`src/design/bcbp_pkg.sv`:
```
// Shared types and constants for the box-constrained Babai point solver.
// No dependencies; used by bcbp_ctrl, bcbp_dp and box_constrained_babai_point.
package bcbp_pkg;

   localparam int MAX_SIZE    = 16;
   localparam int VALUE_WIDTH = 24;
   localparam int EST_W       = 16;
   localparam int IDX_W       = $clog2(MAX_SIZE);
   localparam int CNT_W       = IDX_W + 1;
   localparam int TRI_DEPTH   = (MAX_SIZE * (MAX_SIZE + 1)) / 2;
   localparam int TRI_AW      = $clog2(TRI_DEPTH);
   localparam int PROD_W      = VALUE_WIDTH + EST_W;
   localparam int ACC_W       = PROD_W + IDX_W + 2;
   localparam int DIV_CW      = $clog2(ACC_W);
   localparam int EST_MAX     = (2 ** (EST_W - 1)) - 1;
   localparam int EST_MIN_MAG = 2 ** (EST_W - 1);

   typedef enum logic [1:0] {
      CMD_MATRIX = 2'd0,
      CMD_TARGET = 2'd1,
      CMD_SOLVE  = 2'd2,
      CMD_NONE   = 2'd3
   } cmd_type;

   typedef enum logic [1:0] {
      CSR_SIZE  = 2'd0,
      CSR_BOX   = 2'd1,
      CSR_UPPER = 2'd2,
      CSR_NONE  = 2'd3
   } csr_idx_type;

   typedef struct packed {
      logic [1:0]                    command;
      logic [3:0]                    row;
      logic [3:0]                    column;
      logic signed [VALUE_WIDTH-1:0] entry_value;
   } req_type;

   typedef struct packed {
      logic [3:0]              position;
      logic signed [EST_W-1:0] estimate;
      logic                    zero_pivot;
      logic                    last;
   } rsp_type;

   typedef struct packed {
      logic             load;
      logic             acc_clr;
      logic             mul;
      logic             acc_add;
      logic             div_ld;
      logic             div_step;
      logic             fin;
      logic [IDX_W-1:0] row;
      logic [IDX_W-1:0] col;
   } dp_cmd_type;

   typedef struct packed {
      logic diag_zero;
      logic rsp_free;
   } dp_sts_type;

   function automatic logic [TRI_AW-1:0] tri_index(input logic [IDX_W-1:0] r,
                                                   input logic [IDX_W-1:0] c);
      logic [TRI_AW+1:0] rr;
      logic [TRI_AW+1:0] cc;
      logic [TRI_AW+1:0] p;
      rr = (TRI_AW+2)'(r);
      cc = (TRI_AW+2)'(c);
      p  = (TRI_AW+2)'(rr * ((TRI_AW+2)'(2 * MAX_SIZE + 1) - rr));
      return TRI_AW'((p >> 1) + cc - rr);
   endfunction

endpackage

```
`src/design/bcbp_dp.sv`:
```
// Datapath: triangle, target and estimate memories, MAC, restoring divider,
// rounding/clamp and result register. Depends on bcbp_pkg.
module bcbp_dp (
   input  logic                 clock,
   input  logic                 reset,
   input  bcbp_pkg::dp_cmd_type cmd,
   output bcbp_pkg::dp_sts_type sts,
   input  bcbp_pkg::req_type    req_data,
   input  logic                 box_constrained,
   input  logic [7:0]           upper_limit,
   output logic                 rsp_valid,
   input  logic                 rsp_stall,
   output bcbp_pkg::rsp_type    rsp_data
);

   localparam int VW = bcbp_pkg::VALUE_WIDTH;
   localparam int AW = bcbp_pkg::ACC_W;
   localparam int EW = bcbp_pkg::EST_W;

   logic signed [VW-1:0] tri_mem [bcbp_pkg::TRI_DEPTH];
   logic signed [VW-1:0] tgt_mem [bcbp_pkg::MAX_SIZE];
   logic signed [EW-1:0] est_mem [bcbp_pkg::MAX_SIZE];

   logic signed [VW-1:0]                tri_rd_ff;
   logic signed [VW-1:0]                tgt_rd_ff;
   logic signed [EW-1:0]                est_rd_ff;
   logic signed [bcbp_pkg::PROD_W-1:0]  prod_ff;
   logic signed [AW-1:0]                acc_ff;
   logic [AW-1:0]                       quo_ff;
   logic [VW-1:0]                       rem_ff;
   logic [VW-1:0]                       dm_ff;
   logic                                neg_ff;
   logic                                zp_ff;
   logic                                rsp_valid_ff;
   bcbp_pkg::rsp_type                   rsp_ff;

   logic                          wr_tri;
   logic                          wr_tgt;
   logic [bcbp_pkg::TRI_AW-1:0]   waddr;
   logic [bcbp_pkg::TRI_AW-1:0]   raddr;
   logic signed [AW-1:0]          residual;
   logic [VW:0]                   sh;
   logic                          ge;
   logic [VW:0]                   rem_next;
   logic                          rnd;
   logic [AW:0]                   qr;
   logic signed [EW-1:0]          est;

   assign wr_tri = cmd.load && (req_data.command == bcbp_pkg::CMD_MATRIX)
                   && (int'(req_data.row) < bcbp_pkg::MAX_SIZE)
                   && (int'(req_data.column) < bcbp_pkg::MAX_SIZE)
                   && (req_data.column >= req_data.row);
   assign wr_tgt = cmd.load && (req_data.command == bcbp_pkg::CMD_TARGET)
                   && (int'(req_data.row) < bcbp_pkg::MAX_SIZE);
   assign waddr = bcbp_pkg::tri_index(req_data.row[bcbp_pkg::IDX_W-1:0],
                                      req_data.column[bcbp_pkg::IDX_W-1:0]);
   assign raddr = bcbp_pkg::tri_index(cmd.row, cmd.col);

   always_ff @(posedge clock) begin
      if (wr_tri) begin
         tri_mem[waddr] <= req_data.entry_value;
      end
      if (wr_tgt) begin
         tgt_mem[req_data.row[bcbp_pkg::IDX_W-1:0]] <= req_data.entry_value;
      end
      if (cmd.fin) begin
         est_mem[cmd.row] <= est;
      end
      tri_rd_ff <= tri_mem[raddr];
      tgt_rd_ff <= tgt_mem[cmd.row];
      est_rd_ff <= est_mem[cmd.col];
   end

   assign residual = AW'(tgt_rd_ff) - acc_ff;
   assign sh       = {rem_ff, quo_ff[AW-1]};
   assign ge       = sh >= {1'b0, dm_ff};
   assign rem_next = ge ? (sh - {1'b0, dm_ff}) : sh;
   assign rnd      = {rem_ff, 1'b0} >= {1'b0, dm_ff};
   assign qr       = {1'b0, quo_ff} + (AW+1)'(rnd);

   always_comb begin
      priority if (zp_ff) begin
         est = '0;
      end else if (box_constrained) begin
         if (neg_ff) begin
            est = '0;
         end else if (qr > (AW+1)'(upper_limit)) begin
            est = EW'(upper_limit);
         end else begin
            est = EW'(qr);
         end
      end else if (neg_ff) begin
         if (qr > (AW+1)'(bcbp_pkg::EST_MIN_MAG)) begin
            est = EW'(bcbp_pkg::EST_MIN_MAG);
         end else begin
            est = EW'(0) - qr[EW-1:0];
         end
      end else if (qr > (AW+1)'(bcbp_pkg::EST_MAX)) begin
         est = EW'(bcbp_pkg::EST_MAX);
      end else begin
         est = EW'(qr);
      end
   end

   always_ff @(posedge clock) begin
      if (cmd.mul) begin
         prod_ff <= tri_rd_ff * est_rd_ff;
      end
      if (cmd.acc_clr) begin
         acc_ff <= '0;
      end else if (cmd.acc_add) begin
         acc_ff <= acc_ff + AW'(prod_ff);
      end
      if (cmd.div_ld) begin
         neg_ff <= residual[AW-1] ^ tri_rd_ff[VW-1];
         zp_ff  <= tri_rd_ff == '0;
         quo_ff <= residual[AW-1] ? (AW'(0) - residual) : residual;
         rem_ff <= '0;
         dm_ff  <= tri_rd_ff[VW-1] ? (VW'(0) - tri_rd_ff) : tri_rd_ff;
      end else if (cmd.div_step) begin
         quo_ff <= {quo_ff[AW-2:0], ge};
         rem_ff <= rem_next[VW-1:0];
      end
      if (cmd.fin) begin
         rsp_ff.position   <= 4'(cmd.row);
         rsp_ff.estimate   <= est;
         rsp_ff.zero_pivot <= zp_ff;
         rsp_ff.last       <= cmd.row == '0;
      end
   end

   always_ff @(posedge clock) begin
      if (reset) begin
         rsp_valid_ff <= 1'b0;
      end else if (cmd.fin) begin
         rsp_valid_ff <= 1'b1;
      end else if (!rsp_stall) begin
         rsp_valid_ff <= 1'b0;
      end
   end

   assign sts.diag_zero = tri_rd_ff == '0;
   assign sts.rsp_free  = !rsp_valid_ff || !rsp_stall;
   assign rsp_valid     = rsp_valid_ff;
   assign rsp_data      = rsp_ff;

endmodule

```
`config.mk`:
```
export PLATFORM = sky130hd
export DESIGN_NAME = bcbp_dp
export DESIGN_NICKNAME = d
export VERILOG_FILES = /design/src/design/bcbp_pkg.sv /design/src/design/bcbp_dp.sv
export SDC_FILE = /design/constraint.sdc
export NUM_CORES = 2
export LEC_CHECK = 0
export BUFFER_PORTS_ARGS = -buffer_cell sky130_fd_sc_hd__buf_2
export CORE_MARGIN = 2
export CORE_UTILIZATION = 40
export DETAILED_ROUTE_END_ITERATION = 7
export GPL_TIMING_DRIVEN = 1
export SYNTH_ARGS = -nofsm -noshare
export SYNTH_HDL_FRONTEND = slang
export SYNTH_SLANG_ARGS = --single-unit
```
`constraint.sdc`:
```
create_clock -name clock -period 6.2 [get_ports clock]
set_input_delay 0.31 -clock clock [delete_from_list [all_inputs] [get_ports clock]]
set_output_delay 0.31 -clock clock [all_outputs]
set_load 0.005 [all_outputs]
```
==> qor.yml <==
outcome:
  status: "complete, but fails checks"
  failed_checks: "setup timing"
timing:
  fmax_ghz: 0.157
  finalSetupTns_ps: -717
  timing.final.crit_share: 1.03
  slew-limit-headroom: 0.102
  tightest_slew_ps: 1340
  hold_ws_ps: 68.5
  min_period_ps: 6380
  skew_ps: 105
  hold_viol: 0
  finalSetupViolations: 7
  worst_slack_ps: -176
  rsz0062_at_grt: "yes"
  maxSlewViolCount: 0
layout:
  drive_above_1_share: 0.279
  nFillCells: 38000
  area_growth_pct: 16.7
  nets: 11600
setup_path:
  cp-start-kind: "register"
  worstPathRequired_ps: 6990
  reg2reg_depth: 23
  crit_path_frequent_cell: "fa_1"
  slowest_stage: "fa_1"
  setup.worst_path.end_class: "register"
  cp_data_arrival_time_ps: 7170
  path_cells: "buf_8, buf_6, and2_4, fa_1, fa_1, fa_1, fa_1, fa_1, inv_2, fa_1, inv_2, ha_4, and4_1, and4_4, nand4_1, nor2_1, a41oi_2, o31ai_4, o41ai_4, o21ai_4, or4_4, and3_4, a211oi_2"
  cp_max_fo: 5
  critPathMaxStageDelay_ps: 580
  r2r_setup_slack_ps: -180
  path_buf_inv: 4
  r2r_start: "tri_rd_ff[12]"
  critPathKind: "register to register"
  r2r_end: "prod_ff[39]"
  critical_path.top_delay_family: "adder cells"
placed_design:
  port_buffers: 85
  gp_congestion: 0.871
  post-dp-hpwl_mm: 308
floorplanning:
  die_h_um: 681
  start_util: 0.402
  die_area_mm2: 0.464
  die_x_um: 681
  core_mm2: 0.456
  ios: 86
  row_count: 248
detailed_routing:
  drtIter0Drc: 10400
  num_vias: 96600
  drtAntennaViolNets: 0
  wl_mm: 493
  drc: 0
  via_per_inst: 5.58
  firstDrtPassIters: 6
  post_drt_wl_per_cell_um: 28.5
yosys:
  ys_warn_count: 0
  ys_ff_latch: 4173
  synth_top_area_share: 0.661
  ys_top_cells_by_area: "edfxtp_1, mux4_2, fa_1"
  synth_cell_types: 92
  syn_area_mm2: 0.183
  synth_area_leader_cell: "edfxtp_1"
  avgSynthCellArea_um2: 18.5
  synth_edf_count: 4038
  synthCells: 9908
  synth_fp_nets: 10700
  synth-main-ff-cell: "edfxtp_1"
  synthArstFlopShare: 0
  synth_seq_area_share: 0.676
cts:
  h-tree-depth: 5
  clock_sinks: 4173
  clkTransAtPathRegs_ps: 60
  cts_tree: "yes"
  cts_root_buf: "clkbuf_16"
  insertion_delay_ps: 1030
  cts_buffers: 422
  clock_path_buffers: 4
worst_hold_path:
  min_to: "prod_ff[3]"
  hp-start: "cmd[12]"
  hp-class: "input pin to register"
  holdPathStages: 1
grt:
  grtUsageTotal: 0.210
  grt_pass1_wl_mm: 708
  overflow: 0
  grt_pass1_vias: 99300
  antenna_found_initial: 28
  grt_max_degree: 97
flow_run:
  max_cap_viol_count: 0
-- cell families after synthesis --
| group | share of synthesized area |
|---|---|
| buffers and inverters | 0.0229 |
| and+or+nand+nor | 0.0390 |
| xor gates and xnor gates | 0.0114 |
| adders and majority gates | 0.0640 |
| DFF | 0.676 |
| muxes | 0.156 |
| AOI/OAI and AO/OA | 0.0313 |
-- cell usage after synthesis (all sizes together), types with 117 or more instances --
library cell  number
mux2i            121
xnor2            163
buf              118
mux4            1208
edfxtp          4038
inv              632
and2             182
clkbuf           361
nand2            482
nor2             409
fa               399
a21oi            229
ha               299
o21ai            117
dfxtp            135
-- sequential cells by signal, summed over array words and instances (netlist names) --
register   cells
neg_ff         1
quo_ff        46
dm_ff         24
tri_mem     3264
est_mem      256
zp_ff          1
rsp_data      22
tgt_mem      384
tri_rd_ff     24
acc_ff        46
prod_ff       40
rem_ff        24
tgt_rd_ff     24
est_rd_ff     16
rsp_valid      1
-- cell usage in the layout, fill, tap and decap left out, types with 21 or more instances in the layout --
cell type / netlist / routed
edfxtp_1: 4038 / 4038
mux4_2: 1208 / 1208
buf_4: 0 / 626
inv_1: 632 / 608
nand2_1: 482 / 462
clkbuf_16: 0 / 428
fa_1: 399 / 386
ha_1: 299 / 281
nor2_1: 407 / 237
a21oi_1: 229 / 220
buf_12: 0 / 190
and2_1: 179 / 173
xnor2_1: 163 / 152
mux2i_1: 121 / 120
clkbuf_1: 361 / 114
o21ai_0: 115 / 107
nor2_2: 0 / 105
dfxtp_1: 135 / 103
a211oi_1: 109 / 102
a21o_1: 100 / 100
clkinv_1: 2 / 87
xor2_1: 76 / 74
nor2_4: 2 / 67
nand3_1: 65 / 65
nor3_1: 71 / 65
clkinv_2: 0 / 62
buf_6: 1 / 59
buf_2: 7 / 58
nor2b_1: 53 / 53
a31oi_1: 47 / 45
nand4_1: 38 / 38
nand2b_1: 37 / 37
dlygate4sd3_1: 0 / 36
o21bai_1: 31 / 31
o21a_1: 28 / 28
and3_1: 30 / 27
or3_1: 25 / 24
inv_2: 0 / 23
clkinvlp_4: 0 / 23
o31ai_1: 24 / 21
-- final cells by class --
| cell class | instances | area [um^2] | area share |
|---|---|---|---|
| Clock inverter | 220 | 1920 | 0.00898 |
| Timing Repair Buffer | 978 | 9980 | 0.0466 |
| Tap cell | 6125 | 7660 | 0.0358 |
| Clock buffer | 549 | 11200 | 0.0524 |
| Antenna cell | 15 | 37.5 | 0.000175 |
| Inverter | 634 | 2380 | 0.0111 |
| Multi-Input combinational cell | 4622 | 56800 | 0.265 |
| Sequential cell | 4173 | 124000 | 0.579 |
-- timing repair --
action,in CTS,in global routing
resized for setup,96,148
hold buffers,36,0
setup endpoints to repair,291,294
cloned,1,3
endpoints found under the hold margin,1885,0
pin swaps,35,64
setup buffers,21,25
-- per-stage QoR --
stage	std cells	instance area [um^2]	util	worst slack [ps]
after floorplan	9908	184000	-	-124
after global placement	16400	199000	0.436	-672
after detailed placement	16400	199000	0.436	-574
after CTS	17300	213000	0.467	-245
after global routing	17300	214000	0.469	-410
final	17300	214000	0.469	-176
-- how the worst max path moves through the flow --
stage | cells after the start | slack (ps) | startpoint | endpoint
after floorplan | 21 | -120 | req_data[31] | tri_mem[32][0]
after global placement | 24 | -670 | est_rd_ff[10] | prod_ff[39]
after detailed placement | 24 | -570 | est_rd_ff[10] | prod_ff[39]
after CTS | 25 | -240 | tri_rd_ff[14] | prod_ff[39]
after global routing | 23 | -410 | tri_rd_ff[12] | prod_ff[39]
final | 23 | -180 | tri_rd_ff[12] | prod_ff[39]
-- routing by layer --
metal | track usage | wire length (um)
met3 | 0.0263 | 31200
met1 | 0.288 | 202000
met4 | 0.0613 | 15800
met5 | 0 | 26
met2 | 0.353 | 244000
Power is not shown: default switching activity piles up to over one toggle a cycle in this logic, so the estimate is an artifact.
