==> src/design/bcbp_pkg.sv <==
// Shared types and constants for the box-constrained Babai point solver.
// No dependencies; used by bcbp_ctrl, bcbp_dp and box_constrained_babai_point.
package bcbp_pkg;

   localparam int MAX_SIZE    = 16;
   localparam int VALUE_WIDTH = 24;
   localparam int EST_W       = 16;
   localparam int IDX_W       = $clog2(MAX_SIZE);
   localparam int CNT_W       = IDX_W + 1;
   localparam int TRI_DEPTH   = (MAX_SIZE * (MAX_SIZE + 1)) / 2;
   localparam int TRI_AW      = $clog2(TRI_DEPTH);
   localparam int PROD_W      = VALUE_WIDTH + EST_W;
   localparam int ACC_W       = PROD_W + IDX_W + 2;
   localparam int DIV_CW      = $clog2(ACC_W);
   localparam int EST_MAX     = (2 ** (EST_W - 1)) - 1;
   localparam int EST_MIN_MAG = 2 ** (EST_W - 1);

   typedef enum logic [1:0] {
      CMD_MATRIX = 2'd0,
      CMD_TARGET = 2'd1,
      CMD_SOLVE  = 2'd2,
      CMD_NONE   = 2'd3
   } cmd_type;

   typedef enum logic [1:0] {
      CSR_SIZE  = 2'd0,
      CSR_BOX   = 2'd1,
      CSR_UPPER = 2'd2,
      CSR_NONE  = 2'd3
   } csr_idx_type;

   typedef struct packed {
      logic [1:0]                    command;
      logic [3:0]                    row;
      logic [3:0]                    column;
      logic signed [VALUE_WIDTH-1:0] entry_value;
   } req_type;

   typedef struct packed {
      logic [3:0]              position;
      logic signed [EST_W-1:0] estimate;
      logic                    zero_pivot;
      logic                    last;
   } rsp_type;

   typedef struct packed {
      logic             load;
      logic             acc_clr;
      logic             mul;
      logic             acc_add;
      logic             div_ld;
      logic             div_step;
      logic             fin;
      logic [IDX_W-1:0] row;
      logic [IDX_W-1:0] col;
   } dp_cmd_type;

   typedef struct packed {
      logic diag_zero;
      logic rsp_free;
   } dp_sts_type;

   function automatic logic [TRI_AW-1:0] tri_index(input logic [IDX_W-1:0] r,
                                                   input logic [IDX_W-1:0] c);
      logic [TRI_AW+1:0] rr;
      logic [TRI_AW+1:0] cc;
      logic [TRI_AW+1:0] p;
      rr = (TRI_AW+2)'(r);
      cc = (TRI_AW+2)'(c);
      p  = (TRI_AW+2)'(rr * ((TRI_AW+2)'(2 * MAX_SIZE + 1) - rr));
      return TRI_AW'((p >> 1) + cc - rr);
   endfunction

endpackage

==> src/design/bcbp_ctrl.sv <==
// Controller: sequences loads, per-row MAC, division and result hand-off.
// Depends on bcbp_pkg; drives bcbp_dp through dp_cmd_type.
module bcbp_ctrl (
   input  logic                          clock,
   input  logic                          reset,
   input  logic                          req_valid,
   output logic                          req_stall,
   input  bcbp_pkg::req_type             req_data,
   input  logic [bcbp_pkg::CNT_W-1:0]    n_rows,
   output bcbp_pkg::dp_cmd_type          cmd,
   input  bcbp_pkg::dp_sts_type          sts
);

   typedef enum logic [3:0] {
      S_IDLE, S_ROW, S_MAC_RD, S_MAC_MUL, S_MAC_ACC, S_DG_RD, S_DG_LD, S_DIV, S_FIN
   } state_type;

   state_type                      state_ff;
   logic [bcbp_pkg::IDX_W-1:0]     i_ff;
   logic [bcbp_pkg::CNT_W-1:0]     j_ff;
   logic [bcbp_pkg::DIV_CW-1:0]    cnt_ff;
   logic                           accept;

   assign req_stall = state_ff != S_IDLE;
   assign accept    = req_valid && !req_stall;

   always_comb begin
      cmd          = '0;
      cmd.load     = accept;
      cmd.acc_clr  = state_ff == S_ROW;
      cmd.mul      = state_ff == S_MAC_MUL;
      cmd.acc_add  = state_ff == S_MAC_ACC;
      cmd.div_ld   = state_ff == S_DG_LD;
      cmd.div_step = state_ff == S_DIV;
      cmd.fin      = (state_ff == S_FIN) && sts.rsp_free;
      cmd.row      = i_ff;
      cmd.col      = (state_ff == S_DG_RD) ? i_ff : j_ff[bcbp_pkg::IDX_W-1:0];
   end

   always_ff @(posedge clock) begin
      if (reset) begin
         state_ff <= S_IDLE;
         i_ff     <= '0;
         j_ff     <= '0;
         cnt_ff   <= '0;
      end else begin
         unique case (state_ff)
            S_IDLE: begin
               if (accept && (req_data.command == bcbp_pkg::CMD_SOLVE) && (n_rows != '0)) begin
                  i_ff     <= bcbp_pkg::IDX_W'(n_rows - 1'b1);
                  state_ff <= S_ROW;
               end
            end
            S_ROW: begin
               j_ff <= bcbp_pkg::CNT_W'(i_ff) + 1'b1;
               if ((bcbp_pkg::CNT_W'(i_ff) + 1'b1) < n_rows) begin
                  state_ff <= S_MAC_RD;
               end else begin
                  state_ff <= S_DG_RD;
               end
            end
            S_MAC_RD: state_ff <= S_MAC_MUL;
            S_MAC_MUL: state_ff <= S_MAC_ACC;
            S_MAC_ACC: begin
               j_ff <= j_ff + 1'b1;
               if ((j_ff + 1'b1) < n_rows) begin
                  state_ff <= S_MAC_RD;
               end else begin
                  state_ff <= S_DG_RD;
               end
            end
            S_DG_RD: state_ff <= S_DG_LD;
            S_DG_LD: begin
               cnt_ff <= '0;
               state_ff <= sts.diag_zero ? S_FIN : S_DIV;
            end
            S_DIV: begin
               cnt_ff <= cnt_ff + 1'b1;
               if (cnt_ff == bcbp_pkg::DIV_CW'(bcbp_pkg::ACC_W - 1)) begin
                  state_ff <= S_FIN;
               end
            end
            S_FIN: begin
               if (sts.rsp_free) begin
                  if (i_ff == '0) begin
                     state_ff <= S_IDLE;
                  end else begin
                     i_ff     <= i_ff - 1'b1;
                     state_ff <= S_ROW;
                  end
               end
            end
            default: state_ff <= S_IDLE;
         endcase
      end
   end

`ifndef SYNTH
   a_fin_free: assert property (@(posedge clock) disable iff (reset)
      cmd.fin |-> sts.rsp_free) else $error("result issued into busy slot");
   a_last_idle: assert property (@(posedge clock) disable iff (reset)
      (state_ff == S_FIN) && (i_ff == '0) && sts.rsp_free |=> state_ff == S_IDLE)
      else $error("solve did not end after row zero");
   a_div_cnt: assert property (@(posedge clock) disable iff (reset)
      (state_ff == S_DIV) |-> (cnt_ff < bcbp_pkg::DIV_CW'(bcbp_pkg::ACC_W)))
      else $error("divider count overrun");
   a_div_exit: assert property (@(posedge clock) disable iff (reset)
      (state_ff == S_DIV) |=> (state_ff == S_DIV) || (state_ff == S_FIN))
      else $error("divider left early");
`endif

endmodule

==> config.mk <==
export PLATFORM = sky130hd
export DESIGN_NAME = bcbp_ctrl
export DESIGN_NICKNAME = d
export VERILOG_FILES = /design/src/design/bcbp_pkg.sv /design/src/design/bcbp_ctrl.sv
export SDC_FILE = /design/constraint.sdc
export NUM_CORES = 1
export LEC_CHECK = 0
export ABC_AREA = 0
export BUFFER_PORTS_ARGS = -buffer_cell sky130_fd_sc_hd__buf_2
export CORE_MARGIN = 2
export CORE_UTILIZATION = 53
export CTS_CLUSTER_SIZE = 20
export DETAILED_ROUTE_END_ITERATION = 7
export PLACE_DENSITY = 0.9
export SLEW_MARGIN = 20
export SYNTH_ARGS = -nofsm -noshare
export SYNTH_HDL_FRONTEND = slang
export SYNTH_SLANG_ARGS = --single-unit
==> constraint.sdc <==
create_clock -name clock -period 6.3 [get_ports clock]
set_clock_uncertainty 0.2 [all_clocks]
set_input_delay 0.945 -clock clock [delete_from_list [all_inputs] [get_ports clock]]
set_output_delay 0.945 -clock clock [all_outputs]
set_load 0.02 [all_outputs]
==> impl_metrics.py, run 1 <==
metrics = {
    "synth": {
        "async_reset_ff_share_pct": 0,
        "ys_ff_latch": 19,
        "synth_cell_types": 44,
        "yosysWarnings": 0,
        "synth_area_mm2": 0.00158,
        "synth.avg_cell_area_um2": 7.62,
        "syn-num-nets": 265,
        "yosys_most_used_dff": "dfxtp_1",
        "yosys.area.top_type": "dfxtp_1",
        "yosysMostFrequentCell": "nor2_1",
        "synth_common_cells": "20 x nor2_1, 19 x dfxtp_1, 19 x nand2_1, 14 x ha_1, 13 x a21oi_1",
        "netlist_top_cells_area": "dfxtp_1 24%, ha_1 11%, nor2_1 4.8%",
        "syn_inst": 207,
        "yosysTopAreaCellShare_pct": 24.1,
        "synth_edf_count": 0,
        "synth_seq_area_share_pct": 24.1,
    },
    "timing": {
        "fmax_mhz": 317,
        "setup-tns-final_ns": 0,
        "rsz0062_at_grt": "no",
        "layout_min_cycle_time_ns": 3.15,
        "fin_crit_sh_pct": 50.0,
        "worstMarginPinSlew_ns": 0.670,
        "finalHoldViolations": 0,
        "finalSetupViolCount": 0,
        "relSlewSlack_pct": 54.2,
        "report.final.slew_viol_count": 0,
    },
    "clock_tree": {
        "clock_path_buffers": 2,
        "cts_resized": 0,
        "clock_sinks": 19,
        "h-tree-depth": 1,
        "clk-insertion-delay-late_ns": 0.31,
        "postCtsSetupRepairBufs": 0,
        "cts-root-buf": "clkbuf_4",
        "clkSlewWorstSetupHoldPaths_ns": 0.13,
        "postCtsHoldBufs": 0,
        "cts_buffers": 3,
        "cts_tree": "yes",
    },
    "finish": {
        "layout-drive-gt1-share_pct": 17.3,
        "seqCellArea_um2": 380,
        "final_area_mm2": 0.00172,
        "antenna_cells": 0,
        "multi_input_area_mm2": 0.00110,
        "areaGrowthSynthToFinish_pct": 9.29,
        "nets": 285,
        "fillers": 245,
    },
    "worst_setup_path": {
        "cp.required_ns": 5.15,
        "critPathSlowestCell": "dfxtp_1",
        "r2r_end": "state_ff[0]",
        "reg2reg_from": "i_ff[0]",
        "cp_max_fo": 16,
        "reg2reg_depth": 7,
        "critPathLaunchType": "flip-flop",
        "startpoint": "state_ff[0]",
        "r2r_slack_ns": 3.62,
        "cp_cell_sequence": "nand2b_1 > nor3b_2 > mux2_2 > buf_2",
        "critical_path_class": "flip-flop to output pin",
        "slowest_delay_ns": 0.66,
        "end_kind": "output pin",
        "cp_data_arrival_time_ns": 2.01,
    },
    "place": {
        "hpwl_um": 2530,
        "placed_cell_area_mm2": 0.00170,
        "portBuffers": 27,
        "globalplace.congestion": 0.859,
    },
    "hold_path": {
        "min_from": "j_ff[1]",
        "hp-class": "flip-flop to flip-flop",
        "hold_end": "j_ff[1]",
        "hold-path-cell-count": 2,
    },
    "power": {
        "p_leak_nw": 0.761,
        "ir_drop_mv": 0.235,
        "powerDensity_mw_per_mm2": 240,
    },
    "global_routing": {
        "grt_pass1_wl_um": 5800,
        "grt_pass1_vias": 1378,
        "grt_overflow": 0,
        "grt_util_all_layers_pct": 21.5,
        "grt_start_max_net_pins": 23,
        "antenna_found_initial": 0,
    },
    "floorplanning": {
        "start_util_pct": 56.7,
        "ios": 60,
        "rows": 19,
        "core_area_mm2": 0.00278,
        "dieArea_mm2": 0.00343,
        "die_height_um": 58.5,
        "dieWidth_um": 58.5,
    },
    "detailed_routing": {
        "dr.pass1.iters": 4,
        "drt-total-wl_um": 3450,
        "postRouteAntennaNets": 0,
        "wl_per_cell_um": 13.4,
        "drt_iter0_markers": 63,
        "vias": 1579,
        "avgViaCountPerCell": 6.14,
        "drcViolationCount": 0,
    },
    "run": {
        "drv_cap": 0,
    },
    "outcome": {
        "outcome": "completed",
    },
}
area by class of cell:
| cell class | count | area share [%] |
|---|---|---|
| repair buffers | 27 | 7.84 |
| well taps | 31 | 2.25 |
| clock buffers | 4 | 1.53 |
| flip-flops and latches | 19 | 22.1 |
| inverters | 12 | 2.61 |
| multi-input cells | 164 | 63.7 |
layout by cell type (no fill, tap or decap), types with 6 or more instances in the layout:
| master | n |
|---|---|
| o21ai_0 | 9 |
| inv_1 | 12 |
| nor2_1 | 20 |
| nor3b_1 | 6 |
| nor3_1 | 9 |
| a21oi_1 | 13 |
| buf_2 | 27 |
| nand3_1 | 9 |
| ha_1 | 14 |
| nand2_1 | 19 |
| dfxtp_1 | 19 |
cells by family (layout without fill, tap and decap cells):
kind of cell | after synthesis | after routing | synth area share (%)
mux | 9 | 9 | 6.03
simple gates | 87 | 87 | 29.0
fa+ha+maj | 14 | 14 | 11.1
xor+xnor | 5 | 5 | 2.78
buf+inv | 24 | 43 | 6.27
flops | 19 | 19 | 24.1
compound gates | 49 | 49 | 20.7
report_power, final:
part	internal [mW]	total [mW]	leakage [nW]	switching [mW]
registers	0.133	0.170	0.154	0.0371
clock network	0.0247	0.0657	0.0150	0.0410
logic	0.0718	0.177	0.592	0.106
worst max path at each step:
stage	depth (start not counted)	to
after floorplan	3	cmd[0]
after global placement	7	state_ff[0]
after detailed placement	7	state_ff[0]
after CTS	4	cmd[2]
after global routing	4	cmd[0]
final	4	cmd[2]
sequential cells by signal (all words and copies together), names as in the netlist:
| register | flops |
|---|---|
| j_ff | 5 |
| cnt_ff | 6 |
| i_ff | 4 |
| state_ff | 4 |
metrics by stage:
step | setup WS [ns] | hold WS [ns] | utilization [%] | cells | total power [mW]
after global routing | 2.99 | 0.344 | 61.9 | 257 | 0.445
after CTS | 3.14 | 0.311 | 61.9 | 257 | 0.414
after detailed placement | 3.43 | 0.295 | 61.0 | 253 | 0.348
after global placement | 3.42 | 0.290 | 61.0 | 253 | 0.344
after floorplan | 3.80 | 0.264 | - | 207 | 0.309
final | 3.15 | 0.303 | 61.9 | 257 | 0.413
worst max-delay path: cells and delay by family, from the launching register on:
kind,cells,cell delay (ns)
buffers and inverters,1,0.16
DFF,1,0.66
and+or+nand+nor,2,0.49
muxes,1,0.38
per-layer routing:
layer	global-route usage, %	up-vias	share of wire [%]
met5	0	-	0
met4	6.31	0	0.43
met3	5.49	4	6.3
met2	36.1	55	48
met1	27.0	735	45
li1	-	785	-
(Power assumes the default switching activity.)
==> run 2: changes to the inputs <==
ABC_AREA = 1   (was 0)
CORE_UTILIZATION = 49   (was 53)
PLACE_DENSITY = 0.86   (was 0.9)
clock period = 3.2 ns   (was 6.3 ns; I/O delays follow)
==> run 2 against run 1 <==
  * Sequential power up 100%
  * Via count up 1.0%
  * Non-clock buffer count unchanged
  * Global-route usage down 0.16 points
  * Combinational power rose to 4.2 times the previous value
  * Flip-flop and latch count unchanged
  * First-iteration DRC count up 63%
  * Hold slack worse by 0.037 ns
  * Critical endpoint is now cmd[3]
==> impl_metrics.py, run 2 <==
metrics = {
    "finish": {
        "final_cell_mix": "75 x nand2_1, 42 x inv_1, 27 x buf_2",
        "seqCellArea_um2": 380,
        "utilization_pct": 56.9,
        "nets": 334,
        "top_regs": "cnt_ff: 6 flops, j_ff: 5 flops",
        "layout-drive-gt1-share_pct": 14.2,
        "top_register": "cnt_ff",
        "fillers": 293,
        "final_area_mm2": 0.00171,
        "final_common_cell": "nand2_1",
        "largest_reg_flops": 6,
        "antenna_cells": 0,
        "areaGrowthSynthToFinish_pct": 12.7,
        "multi_input_area_um2": 962,
    },
    "detailed_routing": {
        "vias": 1595,
        "wl_per_cell_um": 11.1,
        "drt_iter0_markers": 103,
        "postRouteAntennaNets": 0,
        "drt-total-wl_um": 3430,
        "drcViolationCount": 0,
        "avgViaCountPerCell": 5.18,
        "dr.pass1.iters": 4,
    },
    "timing": {
        "relSlewSlack_pct": 78.8,
        "rsz0062_at_grt": "no",
        "report.final.slew_viol_count": 0,
        "setup-tns-final_ns": 0,
        "holdWs_ns": 0.265,
        "finalSetupViolCount": 0,
        "layout_min_cycle_time_ns": 2.26,
        "fin_crit_sh_pct": 70.5,
        "finalHoldViolations": 0,
        "worstMarginPinSlew_ns": 0.318,
        "fmax_mhz": 443,
    },
    "hold_path": {
        "hp-class": "flip-flop to flip-flop",
    },
    "global_routing": {
        "antenna_found_initial": 0,
        "grt_overflow": 0,
        "grt_pass1_wl_um": 5850,
        "grt_util_all_layers_pct": 21.3,
        "grt_pass1_vias": 1353,
        "grt_start_max_net_pins": 15,
    },
    "power": {
        "power_frac_seq_pct": 28.3,
        "p_leak_nw": 0.952,
        "p_sw_share_pct": 51.8,
        "clockPowerShare_pct": 10.6,
        "power_frac_comb_pct": 61.1,
        "powerDensity_mw_per_mm2": 709,
        "ir_drop_mv": 0.219,
        "p_sw_mw": 0.627,
        "power_mw": 1.21,
        "p_int_mw": 0.583,
    },
    "clock_tree": {
        "clk-insertion-delay-late_ns": 0.31,
        "postCtsHoldBufs": 0,
        "cts_resized": 0,
        "clock_path_buffers": 2,
        "clock_sinks": 19,
        "clkSlewWorstSetupHoldPaths_ns": 0.11,
        "postCtsSetupRepairBufs": 0,
        "cts_buffers": 3,
        "cts-root-buf": "clkbuf_4",
        "cts_tree": "yes",
        "h-tree-depth": 1,
    },
    "synth": {
        "yosysTopAreaCellShare_pct": 25.1,
        "synth_seq_area_share_pct": 25.1,
        "synth.avg_cell_area_um2": 6.16,
        "yosysWarnings": 0,
        "syn_inst": 246,
        "synth_cell_types": 27,
        "synth_common_cells": "75 x nand2_1, 42 x inv_1, 23 x nor2_1, 19 x dfxtp_1, 16 x nand3_1",
        "synth_edf_count": 0,
        "async_reset_ff_share_pct": 0,
        "ys_ff_latch": 19,
        "synth_area_mm2": 0.00152,
        "netlist_top_cells_area": "dfxtp_1 25%, nand2_1 19%, ha_1 12%",
        "yosysMostFrequentCell": "nand2_1",
        "yosys.area.top_type": "dfxtp_1",
        "syn-num-nets": 304,
        "yosys_most_used_dff": "dfxtp_1",
    },
    "place": {
        "placed_cell_area_mm2": 0.00168,
        "hpwl_um": 2790,
        "portBuffers": 27,
        "globalplace.congestion": 0.872,
    },
    "floorplanning": {
        "core_area_mm2": 0.00300,
        "dieWidth_um": 59.6,
        "rows": 20,
        "die_height_um": 59.6,
        "dieArea_mm2": 0.00355,
        "ios": 60,
        "start_util_pct": 50.5,
    },
    "worst_setup_path": {
        "critical_path_class": "flip-flop to output pin",
        "critPathLaunchType": "flip-flop",
        "cp.required_ns": 2.52,
        "cp_data_arrival_time_ns": 1.58,
        "end_kind": "output pin",
        "cp_max_fo": 9,
    },
    "run": {
        "drv_cap": 0,
    },
    "outcome": {
        "outcome": "completed",
    },
}
run 2: cell count changes in the layout (fill, tap and decap cells not counted), moves of 5 or more:
cell      previous run  this run
inv_1               12        42
mux2i_1              5         0
nand2_1             19        75
nand2b_1             5         0
nand3_1              9        16
nor3_1               9         3
nor3b_1              6         1
run 2: worst max-delay path: stages (launching register included):
cell	delay, ns
dfxtp_1	0.44
inv_1	0.09
nand2_2	0.11
inv_1	0.07
nand2_1	0.20
nand2_1	0.08
o21ai_0	0.09
buf_2	0.20
run 2: final timing paths:
check,start,endpoint,slack [ns],cells past startpoint
worst max-delay path,state_ff[3],cmd[3],0.94,7
worst min-delay path,cnt_ff[5],cnt_ff[5],0.27,1
worst max register to register,j_ff[0],state_ff[0],1.00,12
worst min register to register,cnt_ff[5],cnt_ff[5],0.27,1
run 2: cell families after synthesis:
family,count (synthesis),synth area share [%]
simple gates,129,36.6
buf+inv,45,11.4
compound gates,34,12.5
flops,19,25.1
fa+ha+maj,14,11.6
xor+xnor,5,2.89
run 2: power by group through the flow:
| stage | combinational (mW) | clock (mW) | sequential [mW] |
|---|---|---|---|
| finish | 0.740 | 0.128 | 0.343 |
| global route | 0.840 | 0.145 | 0.351 |
| CTS | 0.737 | 0.134 | 0.342 |
| detailed placement | 0.734 | 0 | 0.347 |
| global placement | 0.722 | 0 | 0.345 |
| floorplan | 0.559 | 0 | 0.356 |
run 2: metrics by stage:
stage	worst slack (ns)	instances
floorplan	1.23	246
finish	0.943	308
global route	0.782	308
detailed placement	1.05	304
global placement	1.12	304
CTS	0.917	308
run 2: area by class of cell:
type,count,share of cell area (%)
Inverter,43,9.45
Clock buffer,3,1.32
Sequential cell,19,22.3
Tap cell,33,2.42
Multi-Input combinational cell,182,56.3
Clock inverter,1,0.293
Timing Repair Buffer,27,7.91
run 2: routing by layer:
metal | track usage (%) | wire length (µm)
met3 | 1.53 | 126
met4 | 7.30 | 47
met1 | 28.3 | 1650
met2 | 36.3 | 1610
met5 | 0 | 0
